## config.mk

```make
export PLATFORM = sky130hd
export DESIGN_NAME = hqp_hash
export DESIGN_NICKNAME = d
export VERILOG_FILES = /design/src/sv/hqp_pkg.sv /design/src/sv/hqp_hash.sv
export SDC_FILE = /design/constraint.sdc
export NUM_CORES = 1
export LEC_CHECK = 0
export ABC_CLOCK_PERIOD_IN_PS = 4800
export BUFFER_PORTS_ARGS = -buffer_cell sky130_fd_sc_hd__clkbuf_2
export CAP_MARGIN = 20
export CORE_MARGIN = 8
export CORE_UTILIZATION = 49
export CTS_CLUSTER_DIAMETER = 120
export DETAILED_ROUTE_END_ITERATION = 10
export GPL_ROUTABILITY_DRIVEN = 0
export PLACE_DENSITY = 0.77
export SYNTH_ARGS = -nofsm -noshare
export SYNTH_HDL_FRONTEND = slang
export SYNTH_SLANG_ARGS = --single-unit
```

## constraint.sdc

```tcl
create_clock -name clk -period 4.8 [get_ports clk]
set_input_delay 0.24 -clock clk [delete_from_list [all_inputs] [get_ports clk]]
set_output_delay 0.24 -clock clk [all_outputs]
set_load 0.03 [all_outputs]
```

## src/sv/hqp_pkg.sv

```systemverilog
// ----------------------------------------------------------------------------
// hqp_pkg
// Shared types, codes and helpers of the quadratic-probe hash table.
// ----------------------------------------------------------------------------
package hqp_pkg;

  localparam int SLOT_DEPTH_DEF = 64;
  localparam int KEY_CHARS_DEF  = 8;
  localparam int VALUE_BITS_DEF = 32;

  localparam int SIZE_W      = 6;   // table size and slot index, up to 53
  localparam int KEY_W       = 64;
  localparam int VAL_W       = 32;
  localparam int CNT_W       = 6;
  localparam int MAXE_W      = 5;
  localparam int PRIME_COUNT = 16;
  localparam logic [MAXE_W-1:0] MAXE_RESET = 5'd26;

  localparam logic [SIZE_W-1:0] PRIMES [PRIME_COUNT] = '{
    6'd2, 6'd3, 6'd5, 6'd7, 6'd11, 6'd13, 6'd17, 6'd19,
    6'd23, 6'd29, 6'd31, 6'd37, 6'd41, 6'd43, 6'd47, 6'd53
  };

  typedef enum logic [1:0] {
    FN_INSERT = 2'd0,
    FN_SEARCH = 2'd1,
    FN_DELETE = 2'd2
  } func_t;

  typedef enum logic [1:0] {
    ST_OK       = 2'd0,
    ST_NOTFOUND = 2'd1,
    ST_FULL     = 2'd2
  } status_t;

  typedef enum logic [3:0] {
    S_IDLE, S_HASH, S_PLACE, S_LOC, S_CMP,
    S_CHAIN, S_CHK, S_CRD, S_CHASH, S_DONE
  } state_t;

  typedef enum logic [1:0] {
    HP_IDLE, HP_LOAD, HP_RED
  } hphase_t;

  typedef struct packed {
    logic [1:0]       func;
    logic [KEY_W-1:0] key;
    logic [VAL_W-1:0] value;
  } req_t;

  typedef struct packed {
    logic [1:0]       status;
    logic [VAL_W-1:0] found_value;
    logic [CNT_W-1:0] entry_count;
  } rsp_t;

  typedef struct packed {
    logic              clear_all;
    logic              re;
    logic [SIZE_W-1:0] raddr;
    logic              we;
    logic [SIZE_W-1:0] waddr;
    logic [KEY_W-1:0]  wkey;
    logic [VAL_W-1:0]  wval;
    logic              uset;
    logic              uclr;
    logic [SIZE_W-1:0] uaddr;
  } store_ctl_t;

  // smallest listed prime >= 2*m that fits the slot store, else the largest that fits
  function automatic logic [SIZE_W-1:0] pick_size(input logic [MAXE_W-1:0] m,
                                                  input int depth);
    logic [SIZE_W-1:0] best;
    logic              hit;
    best = PRIMES[0];
    hit  = 1'b0;
    for (int k = 0; k < PRIME_COUNT; k++) begin
      if (!hit && ({m, 1'b0} <= PRIMES[k]) && (int'(PRIMES[k]) <= depth)) begin
        best = PRIMES[k];
        hit  = 1'b1;
      end
    end
    if (!hit) begin
      for (int k = 0; k < PRIME_COUNT; k++) begin
        if (int'(PRIMES[k]) <= depth) best = PRIMES[k];
      end
    end
    return best;
  endfunction

  // (a + b) mod n for a < n, b <= n
  function automatic logic [SIZE_W-1:0] add_mod(input logic [SIZE_W-1:0] a,
                                                input logic [SIZE_W-1:0] b,
                                                input logic [SIZE_W-1:0] n);
    logic [SIZE_W:0] s;
    s = {1'b0, a} + {1'b0, b};
    if (s >= {1'b0, n}) s = s - {1'b0, n};
    return s[SIZE_W-1:0];
  endfunction

endpackage

```

## src/sv/hqp_hash.sv

```systemverilog
// ----------------------------------------------------------------------------
// hqp_hash
// Base-127 string hash mod table size, one bit of remainder per cycle.
// ----------------------------------------------------------------------------
module hqp_hash #(
  parameter int KEY_CHARS = hqp_pkg::KEY_CHARS_DEF
) (
  input  logic                          clk,
  input  logic                          rst,
  input  logic                          start,
  input  logic [hqp_pkg::KEY_W-1:0]     key,
  input  logic [hqp_pkg::SIZE_W-1:0]    size,
  output logic                          done,
  output logic [hqp_pkg::SIZE_W-1:0]    hash,
  output logic [hqp_pkg::KEY_W-1:0]     nkey
);
  localparam int CW = $clog2(KEY_CHARS + 1);
  localparam int XW = 13;   // 127*52 + 255 fits

  hqp_pkg::hphase_t phase, phase_next;
  logic [hqp_pkg::KEY_W-1:0]  key_r;
  logic [CW-1:0]              c;
  logic [3:0]                 nb;
  logic [XW-1:0]              x, xl;
  logic [hqp_pkg::SIZE_W-1:0] h, r, rnx;
  logic [hqp_pkg::SIZE_W:0]   r2;
  logic [7:0]                 ch;
  logic                       last_char;

  always_comb begin
    int sel;
    sel = (int'(c) < KEY_CHARS) ? int'(c) : 0;
    ch  = key_r[8*(KEY_CHARS-1-sel) +: 8];
    last_char = (int'(c) == KEY_CHARS) || (ch == 8'd0);
    xl  = XW'(h) * XW'(127) + XW'(ch);
    r2  = {r, x[XW-1]};
    rnx = (r2 >= {1'b0, size}) ? hqp_pkg::SIZE_W'(r2 - {1'b0, size})
                               : r2[hqp_pkg::SIZE_W-1:0];
  end

  // key with everything past the first zero character cleared
  always_comb begin
    logic alive;
    alive = 1'b1;
    nkey  = '0;
    for (int k = 0; k < KEY_CHARS; k++) begin
      alive = alive && (key_r[8*(KEY_CHARS-1-k) +: 8] != 8'd0);
      nkey[8*(KEY_CHARS-1-k) +: 8] = alive ? key_r[8*(KEY_CHARS-1-k) +: 8] : 8'd0;
    end
  end

  always_comb begin
    phase_next = phase;
    case (phase)
      hqp_pkg::HP_IDLE: if (start) phase_next = hqp_pkg::HP_LOAD;
      hqp_pkg::HP_LOAD: phase_next = last_char ? hqp_pkg::HP_IDLE : hqp_pkg::HP_RED;
      hqp_pkg::HP_RED:  if (nb == 4'd0) phase_next = hqp_pkg::HP_LOAD;
      default:          phase_next = hqp_pkg::HP_IDLE;
    endcase
  end

  always_comb begin
    done = (phase == hqp_pkg::HP_LOAD) && last_char;
    hash = h;
  end

  always_ff @(posedge clk) begin
    if (rst) begin
      phase <= hqp_pkg::HP_IDLE;
    end else begin
      phase <= phase_next;
    end
    case (phase)
      hqp_pkg::HP_IDLE: if (start) begin
        key_r <= key;
        c     <= '0;
        h     <= '0;
      end
      hqp_pkg::HP_LOAD: begin
        x  <= xl;
        r  <= '0;
        nb <= 4'(XW - 1);
      end
      hqp_pkg::HP_RED: begin
        r <= rnx;
        x <= x << 1;
        if (nb == 4'd0) begin
          h <= rnx;
          c <= c + 1'b1;
        end else begin
          nb <= nb - 4'd1;
        end
      end
      default: ;
    endcase
  end
endmodule

```

==> reports/qor.csv, run 1 <==
stage,metric,value,unit
floorplan,Starting Density,49.5,%
timing,crit share post-route,96.0,%
hold_path,worst hold path type,in2reg,
global_route,All-Layer GR Usage,18.5,%
synth,Yosys Warn Count,0,
clocking,CTS Hold Bufs,0,
synth,"EDFF count, synth",97,
synth,share of the synthesized area in the top cell type,47.2,%
synth,post-synthesis sequential area ratio,47.8,%
global_route,vias in the first global route,4782,
routing,Routed Antenna Nets,0,
finish,area grow syn2layout,19.5,%
run,MaxCap Viol Count,0,
critical_path,CP endpoint kind,register,
run_status,outcome,finished clean,
placement,Port Buffers,143,
synth,"count leader, synth",edfxtp_1,
finish,fin nets,812,
clocking,insertion delay to the later sink of the worst-skew pair,0.36,ns
global_route,pin count of the biggest net entering global routing,48,
floorplan,core area,12500,um^2
synth,post-synthesis average cell area,11.6,um^2
clocking,Clock Path Buffers,2,
finish,non-filler cells in the finished layout,851,
finish,final instance area,7380,um^2
clocking,H-tree depth,3,
synth,Mapped Area,6170,um^2
routing,residual DRC count,0,
placement,hpwl dp,11.7,mm
global_route,global-route wire length before repair,23.9,mm
floorplan,io pins,144,
critical_path,Setup CP Type,reg2reg,
synth,"Distinct cells, synth",51,
clocking,clk slew on worst S/H paths,0.08,ns
synth,Synth Instances,533,
synth,Most used DFF post-synth,edfxtp_1,
timing,final worst path period need,4.61,ns
placement,dpl cells,831,
timing,Least-Margin Pin Slew,1.07,ns
clocking,Root Driver,clkbuf_16,
clocking,total CTS buffers,9,
timing,Clock Skews,0.0109,ns
routing,Iteration-0 DRC Markers,274,
critical_path,CP required,4.89,ns
routing,WL/cell,17.2,um
routing,DRT Pass-1 Iters,4,
routing,drt via density,5.25,
synth,Yosys top cell by area,edfxtp_1,
routing,final WL,14.7,mm
critical_path,critical path peak fanout,4,
floorplan,DIE AREA,16400,um^2
synth,most frequent cells after synthesis,"97 x edfxtp_1, 61 x and2_1, 51 x inv_1, 45 x ha_1, 33 x nor2_1",
critical_path,critical path startpoint category,register,
floorplan,Std-Cell Rows,41,
timing,final hold vios,0,
placement,Placed Area,7030,um^2
timing,setup TNS,0,ns
clocking,TritonCTS Sinks,99,
clocking,CTS tree,yes,
timing,fmax,217,MHz
floorplan,die width,128,um
synth,Yosys reg bits,99,
timing,Relative slew margins,28.3,%
timing,minimum hold slack,0.0496,ns
synth,most area-consuming cells after synthesis,"edfxtp_1 47%, ha_1 9.1%, fa_1 6.5%, and2_1 6.2%, inv_1 3.1%",
global_route,initial antenna violation count,0,
synth,syn_nets,671,
routing,vias,4472,
global_route,GRT overflow,0,
finish,Inserted Diodes,0,
timing,Final setup viols,0,
synth,"FFs w/ async S/R, synth",0,%
critical_path,crit path DAT,4.69,ns
timing,max-slew violations,0,
floorplan,Die Span Y,128,um
finish,share of layout cells above drive strength 1,28.9,%
[routing by layer]
metal	vias up	part of all wire, %	wire, um	GRT usage, %
met5	-	0	0	0
met4	0	1.5	215	5.66
met3	13	7.6	1110	6.11
met2	152	49	7200	30.6
met1	2156	42	6150	22.2
li1	2151	-	-	-
[metrics by stage]
stage          utilization (%)  worst slack (ns)
3_3_place_gp              56.4             0.272
3_5_place_dp              56.4            0.0972
4_1_cts                   58.8            0.0959
2_1_floorplan                -             0.144
5_1_grt                   59.2           -0.0168
6_report                  59.2             0.191
[critical path, cell delays in order (launching register included)]
cell and delay (ns):
edfxtp_1 0.47, fa_2 0.65, inv_1 0.09, fa_1 0.51, inv_1 0.05, fa_1 0.50, inv_1 0.06, fa_1 0.51
inv_1 0.04, ha_1 0.22, or2_2 0.33, o21ba_2 0.27, o21ai_0 0.13, a31oi_1 0.24, xor2_1 0.16, o21ai_0 0.10
[cells in the final DEF (no fill, tap or decap), types with 3 or more instances in the layout]
master     Yosys  layout
o31ai_2        3       3
a21oi_1       21      19
clkbuf_16      0       9
fa_1          20      19
clkbuf_2       0     143
edfxtp_1      97      97
mux2i_1       14      14
inv_1         51      50
nor2_1        33      32
o21ai_0       16      16
ha_1          45      45
nand3_1        3       3
nand2_1       32      32
and3_1         3       3
inv_6          0       3
nand3b_1       9       9
buf_4          0      14
and2_1        61      60
nor4_1        14      14
xor2_1         7       7
o31a_1         3       3
nor3_1        10      10
nand2b_1      12      12
mux4_2         8       8
xnor2_1        9       9
[timing repair]
item,in CTS,in global routing
resized for setup,0,7
setup endpoints to repair,0,2
setup buffers,0,4
[kinds of logic after synthesis]
kind of cell / synth area share [%]
compound gates: 7.17
xor+xnor: 2.27
fa+ha+maj: 15.6
buf+inv: 5.53
flops: 47.8
mux: 5.55
simple gates: 16.0
[registers in the layout (all words and copies together), names as in the netlist]
name and count:
c 4, key_r 64, hash 6, r 6, phase 2, nb 4, x 13
[area by class of cell]
cell class,count,area (um^2)
clock buffers,9,225
well taps,172,215
clock inverters,7,68.8
inverters,51,191
repair buffers,157,821
fillers,1026,5080
multi-input cells,356,2910
flip-flops and latches,99,2950
[final timing paths]
| check | endpoint | cells past startpoint | slack, ns | startpoint |
|---|---|---|---|---|
| setup / recovery | x[11] | 15 | 0.19 | hash[1] |
| hold / removal | key_r[39] | 1 | 0.05 | key[39] |
| setup reg to reg | x[11] | 15 | 0.19 | hash[1] |
| hold reg to reg | x[10] | 2 | 0.54 | x[9] |
Power of run 1 is not shown: default switching activity piles up to over one toggle a cycle in this logic, so the estimate is an artifact.
==> run 2: changes to the inputs <==
- ABC_CLOCK_PERIOD_IN_PS: 4800 -> 4750
- CORE_UTILIZATION: 49 -> 55
- PLACE_DENSITY: 0.77 -> 0.81
- SLEW_MARGIN: not set -> 25
- clock period: 4.8 -> 4.75 ns (I/O delays scaled with it)
==> reports/qor.csv, run 2 (synthesis results as in run 1) <==
stage,metric,value,unit
global_route,initial antenna violation count,1,
clocking,total CTS buffers,9,
routing,Routed Antenna Nets,0,
routing,residual DRC count,0,
run_status,outcome,finished clean,
timing,Final setup viols,0,
critical_path,Reg2Reg Depth,16,
routing,DRT Pass-1 Iters,5,
routing,drt via density,5.51,
global_route,pin count of the biggest net entering global routing,36,
critical_path,r2r startpoint,hash[2],
critical_path,critical path startpoint category,register,
finish,non-filler cells in the finished layout,854,
timing,crit share post-route,95.5,%
timing,Clock Skews,0.0109,ns
finish,fillcell total,745,
finish,most frequent cells in the layout,"143 x clkbuf_2, 97 x edfxtp_1, 60 x and2_1",
placement,dpl cells,799,
routing,Iteration-0 DRC Markers,286,
clocking,TritonCTS Sinks,99,
global_route,All-Layer GR Usage,20.9,%
critical_path,critical path peak fanout,4,
finish,final instance area,7600,um^2
timing,Relative slew margins,40.2,%
routing,WL/cell,18.4,um
finish,max reg flops,64,
floorplan,core area,10900,um^2
finish,"leading cell type in the layout, fill and taps excluded",clkbuf_2,
timing,post-route setup slack,0.214,ns
clocking,H-tree depth,3,
routing,vias,4709,
global_route,GRT overflow,0,
timing,RSZ-0062 raised after global routing,false,
timing,Least-Margin Pin Slew,0.894,ns
timing,max-slew violations,0,
global_route,vias in the first global route,4815,
critical_path,Setup CP Type,reg2reg,
floorplan,DIE AREA,14900,um^2
global_route,global-route wire length before repair,24.2,mm
clocking,Clock Path Buffers,2,
floorplan,Starting Density,56.7,%
critical_path,worst r2r dst,x[12],
timing,fmax,220,MHz
clocking,clk slew on worst S/H paths,0.10,ns
placement,Port Buffers,143,
placement,Placed Area,7000,um^2
floorplan,Std-Cell Rows,38,
hold_path,worst hold path type,in2reg,
finish,fin nets,846,
finish,Largest regs,"key_r: 64 flops, x: 13 flops",
floorplan,Die Span Y,122,um
critical_path,crit path DAT,4.68,ns
critical_path,reg2reg setup slack,0.21,ns
clocking,Root Driver,clkbuf_8,
timing,setup TNS,0,ns
finish,"Most flops, register",key_r,
timing,final worst path period need,4.54,ns
routing,final WL,15.7,mm
timing,final hold vios,0,
placement,hpwl dp,11.7,mm
floorplan,io pins,144,
critical_path,CP required,4.89,ns
critical_path,worst setup path end,x[12],
critical_path,CP endpoint kind,register,
run,MaxCap Viol Count,0,
floorplan,die width,122,um
finish,share of layout cells above drive strength 1,28.1,%
critical_path,Worst setup startpoint,hash[2],
clocking,CTS tree,yes,
clocking,insertion delay to the later sink of the worst-skew pair,0.39,ns
finish,area grow syn2layout,23.2,%
placement,setup slack at placement,0.0385,ns
## run 2: critical path: stages, from the launching register on
cell and delay [ns]:
edfxtp_1 0.49, fa_2 0.63, inv_1 0.08, fa_1 0.52, inv_1 0.08, fa_1 0.51, inv_1 0.06, fa_1 0.50
inv_1 0.05, ha_1 0.21, or2_4 0.25, o22ai_2 0.12, a21oi_2 0.06, a311oi_2 0.37, a21oi_2 0.10, xnor2_1 0.18
o21ai_1 0.07
## run 2: how the worst min path moves through the flow
stage               startpoint   endpoint  depth (start not counted)
floorplan                  rst   phase[0]                          1
global placement        key[1]   key_r[1]                          1
detailed placement      key[1]   key_r[1]                          1
CTS                    key[42]  key_r[42]                          1
global route           key[30]  key_r[30]                          1
finish                 key[17]  key_r[17]                          1
## run 2: layout make-up
class	count	area, um^2	share of cell area [%]
Clock inverter	7	86.3	1.14
Clock buffer	9	124	1.63
Tap cell	140	175	2.30
Antenna cell	1	2.50	0.0329
Timing Repair Buffer	191	1160	15.3
Sequential cell	99	2950	38.8
Multi-Input combinational cell	356	2910	38.3
Inverter	51	191	2.52
## run 2: per-stage QoR
stage                     util [%]  hold slack (ns)
after floorplan                  -            0.310
final                         69.8           0.0178
after global routing          69.8          0.00367
after CTS                     67.5         0.000122
after detailed placement      64.3            0.416
after global placement        64.3            0.414
## run 2: timing repair
item | CTS | global route
gates resized for setup | 0 | 9
hold buffers | 13 | 17
setup buffers | 0 | 8
setup endpoints to repair | 0 | 2
endpoints found under the hold margin | 13 | 17
## run 2: routing by layer
layer  track usage (%)  vias up  share of wire (%)
li1                  -     2213                  -
met1              24.4     2244                 38
met2              35.1      226                 51
met3              7.59       26                9.4
met4              6.48        0                2.1
met5                 0        -                  0
Power of run 2 is left out for the same reason.
==> run 3: changes to the inputs <==
- CORE_ASPECT_RATIO: not set -> 1.2
==> reports/qor.csv, run 3 (synthesis results as in run 1) <==
stage,metric,value,unit
run_status,outcome,finished clean,
floorplan,io pins,144,
timing,final worst path period need,4.52,ns
clocking,H-tree depth,3,
clocking,clk slew on worst S/H paths,0.07,ns
critical_path,Setup CP Type,reg2reg,
finish,final instance area,7290,um^2
finish,"leading cell type in the layout, fill and taps excluded",clkbuf_2,
finish,share of layout cells above drive strength 1,28.1,%
finish,most frequent cells in the layout,"143 x clkbuf_2, 97 x edfxtp_1, 60 x and2_1",
clocking,CTS Hold Bufs,0,
finish,area grow syn2layout,18.1,%
timing,minimum hold slack,0.0614,ns
routing,residual DRC count,0,
finish,"Most flops, register",key_r,
global_route,global-route wire length before repair,24.2,mm
global_route,GRT overflow,0,
timing,Least-Margin Pin Slew,0.908,ns
placement,Placed Area,6980,um^2
finish,fillcell total,834,
routing,vias,4504,
routing,WL/cell,18.1,um
floorplan,Starting Density,56.2,%
finish,Inserted Diodes,0,
timing,max-slew violations,0,
critical_path,critical path startpoint category,register,
timing,setup TNS,0,ns
timing,crit share post-route,95.2,%
timing,Clock Skews,0.00773,ns
timing,final hold vios,0,
run,MaxCap Viol Count,0,
timing,fmax,221,MHz
clocking,Root Driver,clkbuf_16,
clocking,TritonCTS Sinks,99,
critical_path,CP required,4.82,ns
floorplan,DIE AREA,14900,um^2
routing,drt via density,5.57,
floorplan,die width,113,um
routing,final WL,14.7,mm
routing,Routed Antenna Nets,0,
critical_path,critical path peak fanout,4,
global_route,pin count of the biggest net entering global routing,65,
clocking,CTS tree,yes,
hold_path,worst hold path type,in2reg,
clocking,total CTS buffers,9,
global_route,All-Layer GR Usage,20.4,%
critical_path,CP endpoint kind,register,
floorplan,Std-Cell Rows,42,
floorplan,core area,11000,um^2
routing,Iteration-0 DRC Markers,199,
clocking,Clock Path Buffers,2,
finish,fin nets,810,
placement,Port Buffers,143,
clocking,insertion delay to the later sink of the worst-skew pair,0.34,ns
routing,DRT Pass-1 Iters,5,
critical_path,crit path DAT,4.59,ns
global_route,initial antenna violation count,0,
placement,hpwl dp,11.7,mm
global_route,vias in the first global route,4829,
finish,Largest regs,"key_r: 64 flops, x: 13 flops",
timing,Final setup viols,0,
floorplan,Die Span Y,132,um
timing,Relative slew margins,39.2,%
finish,max reg flops,64,
run 3: final cells by class:
class                           instances  area, um^2  share of cell area [%]
Clock buffer                            9         225                    3.09
Multi-Input combinational cell        356        2890                    39.6
Timing Repair Buffer                  155         806                    11.1
Inverter                               51         191                    2.63
Tap cell                              132         165                    2.27
Sequential cell                        99        2950                    40.5
Clock inverter                          7        58.8                   0.807
run 3: path summary, 6_finish.rpt:
kind,from,endpoint,slack [ns],cells after the start
min reg2reg,x[6],x[7],0.53,2
max,hash[0],x[10],0.23,16
min,key[12],key_r[12],0.06,1
max reg2reg,hash[0],x[10],0.23,16
run 3: worst max-delay path, cell delays in order, from the launching register on:
cell	delay, ns
edfxtp_1	0.43
fa_2	0.64
inv_1	0.09
fa_1	0.48
inv_1	0.05
fa_1	0.50
inv_1	0.05
fa_1	0.50
inv_1	0.04
ha_1	0.22
or2_2	0.32
nor2_1	0.11
a21oi_1	0.11
a311oi_2	0.32
buf_4	0.16
xor2_1	0.14
o21ai_0	0.10
run 3: timing repair:
| item | in CTS | in global routing |
|---|---|---|
| resized for setup | 0 | 2 |
| setup endpoints to repair | 0 | 2 |
| buffers inserted | 0 | 2 |
run 3: stage by stage:
stage	setup WS [ns]	utilization, %	std cells
after detailed placement	0.0553	63.6	791
after global placement	0.252	63.6	791
after floorplan	0.0937	-	533
after CTS	0.0724	66.2	807
final	0.229	66.4	809
after global routing	-0.0153	66.4	809
run 3: layer usage:
layer | track usage [%] | part of all wire (%) | vias to the layer above | wire length (um)
li1 | - | - | 2141 | -
met1 | 22.1 | 38 | 2130 | 5550
met2 | 36.0 | 52 | 200 | 7590
met3 | 6.05 | 7.4 | 33 | 1090
met4 | 8.72 | 3.0 | 0 | 441
met5 | 0 | 0 | - | 0
Power of run 3 is left out for the same reason.
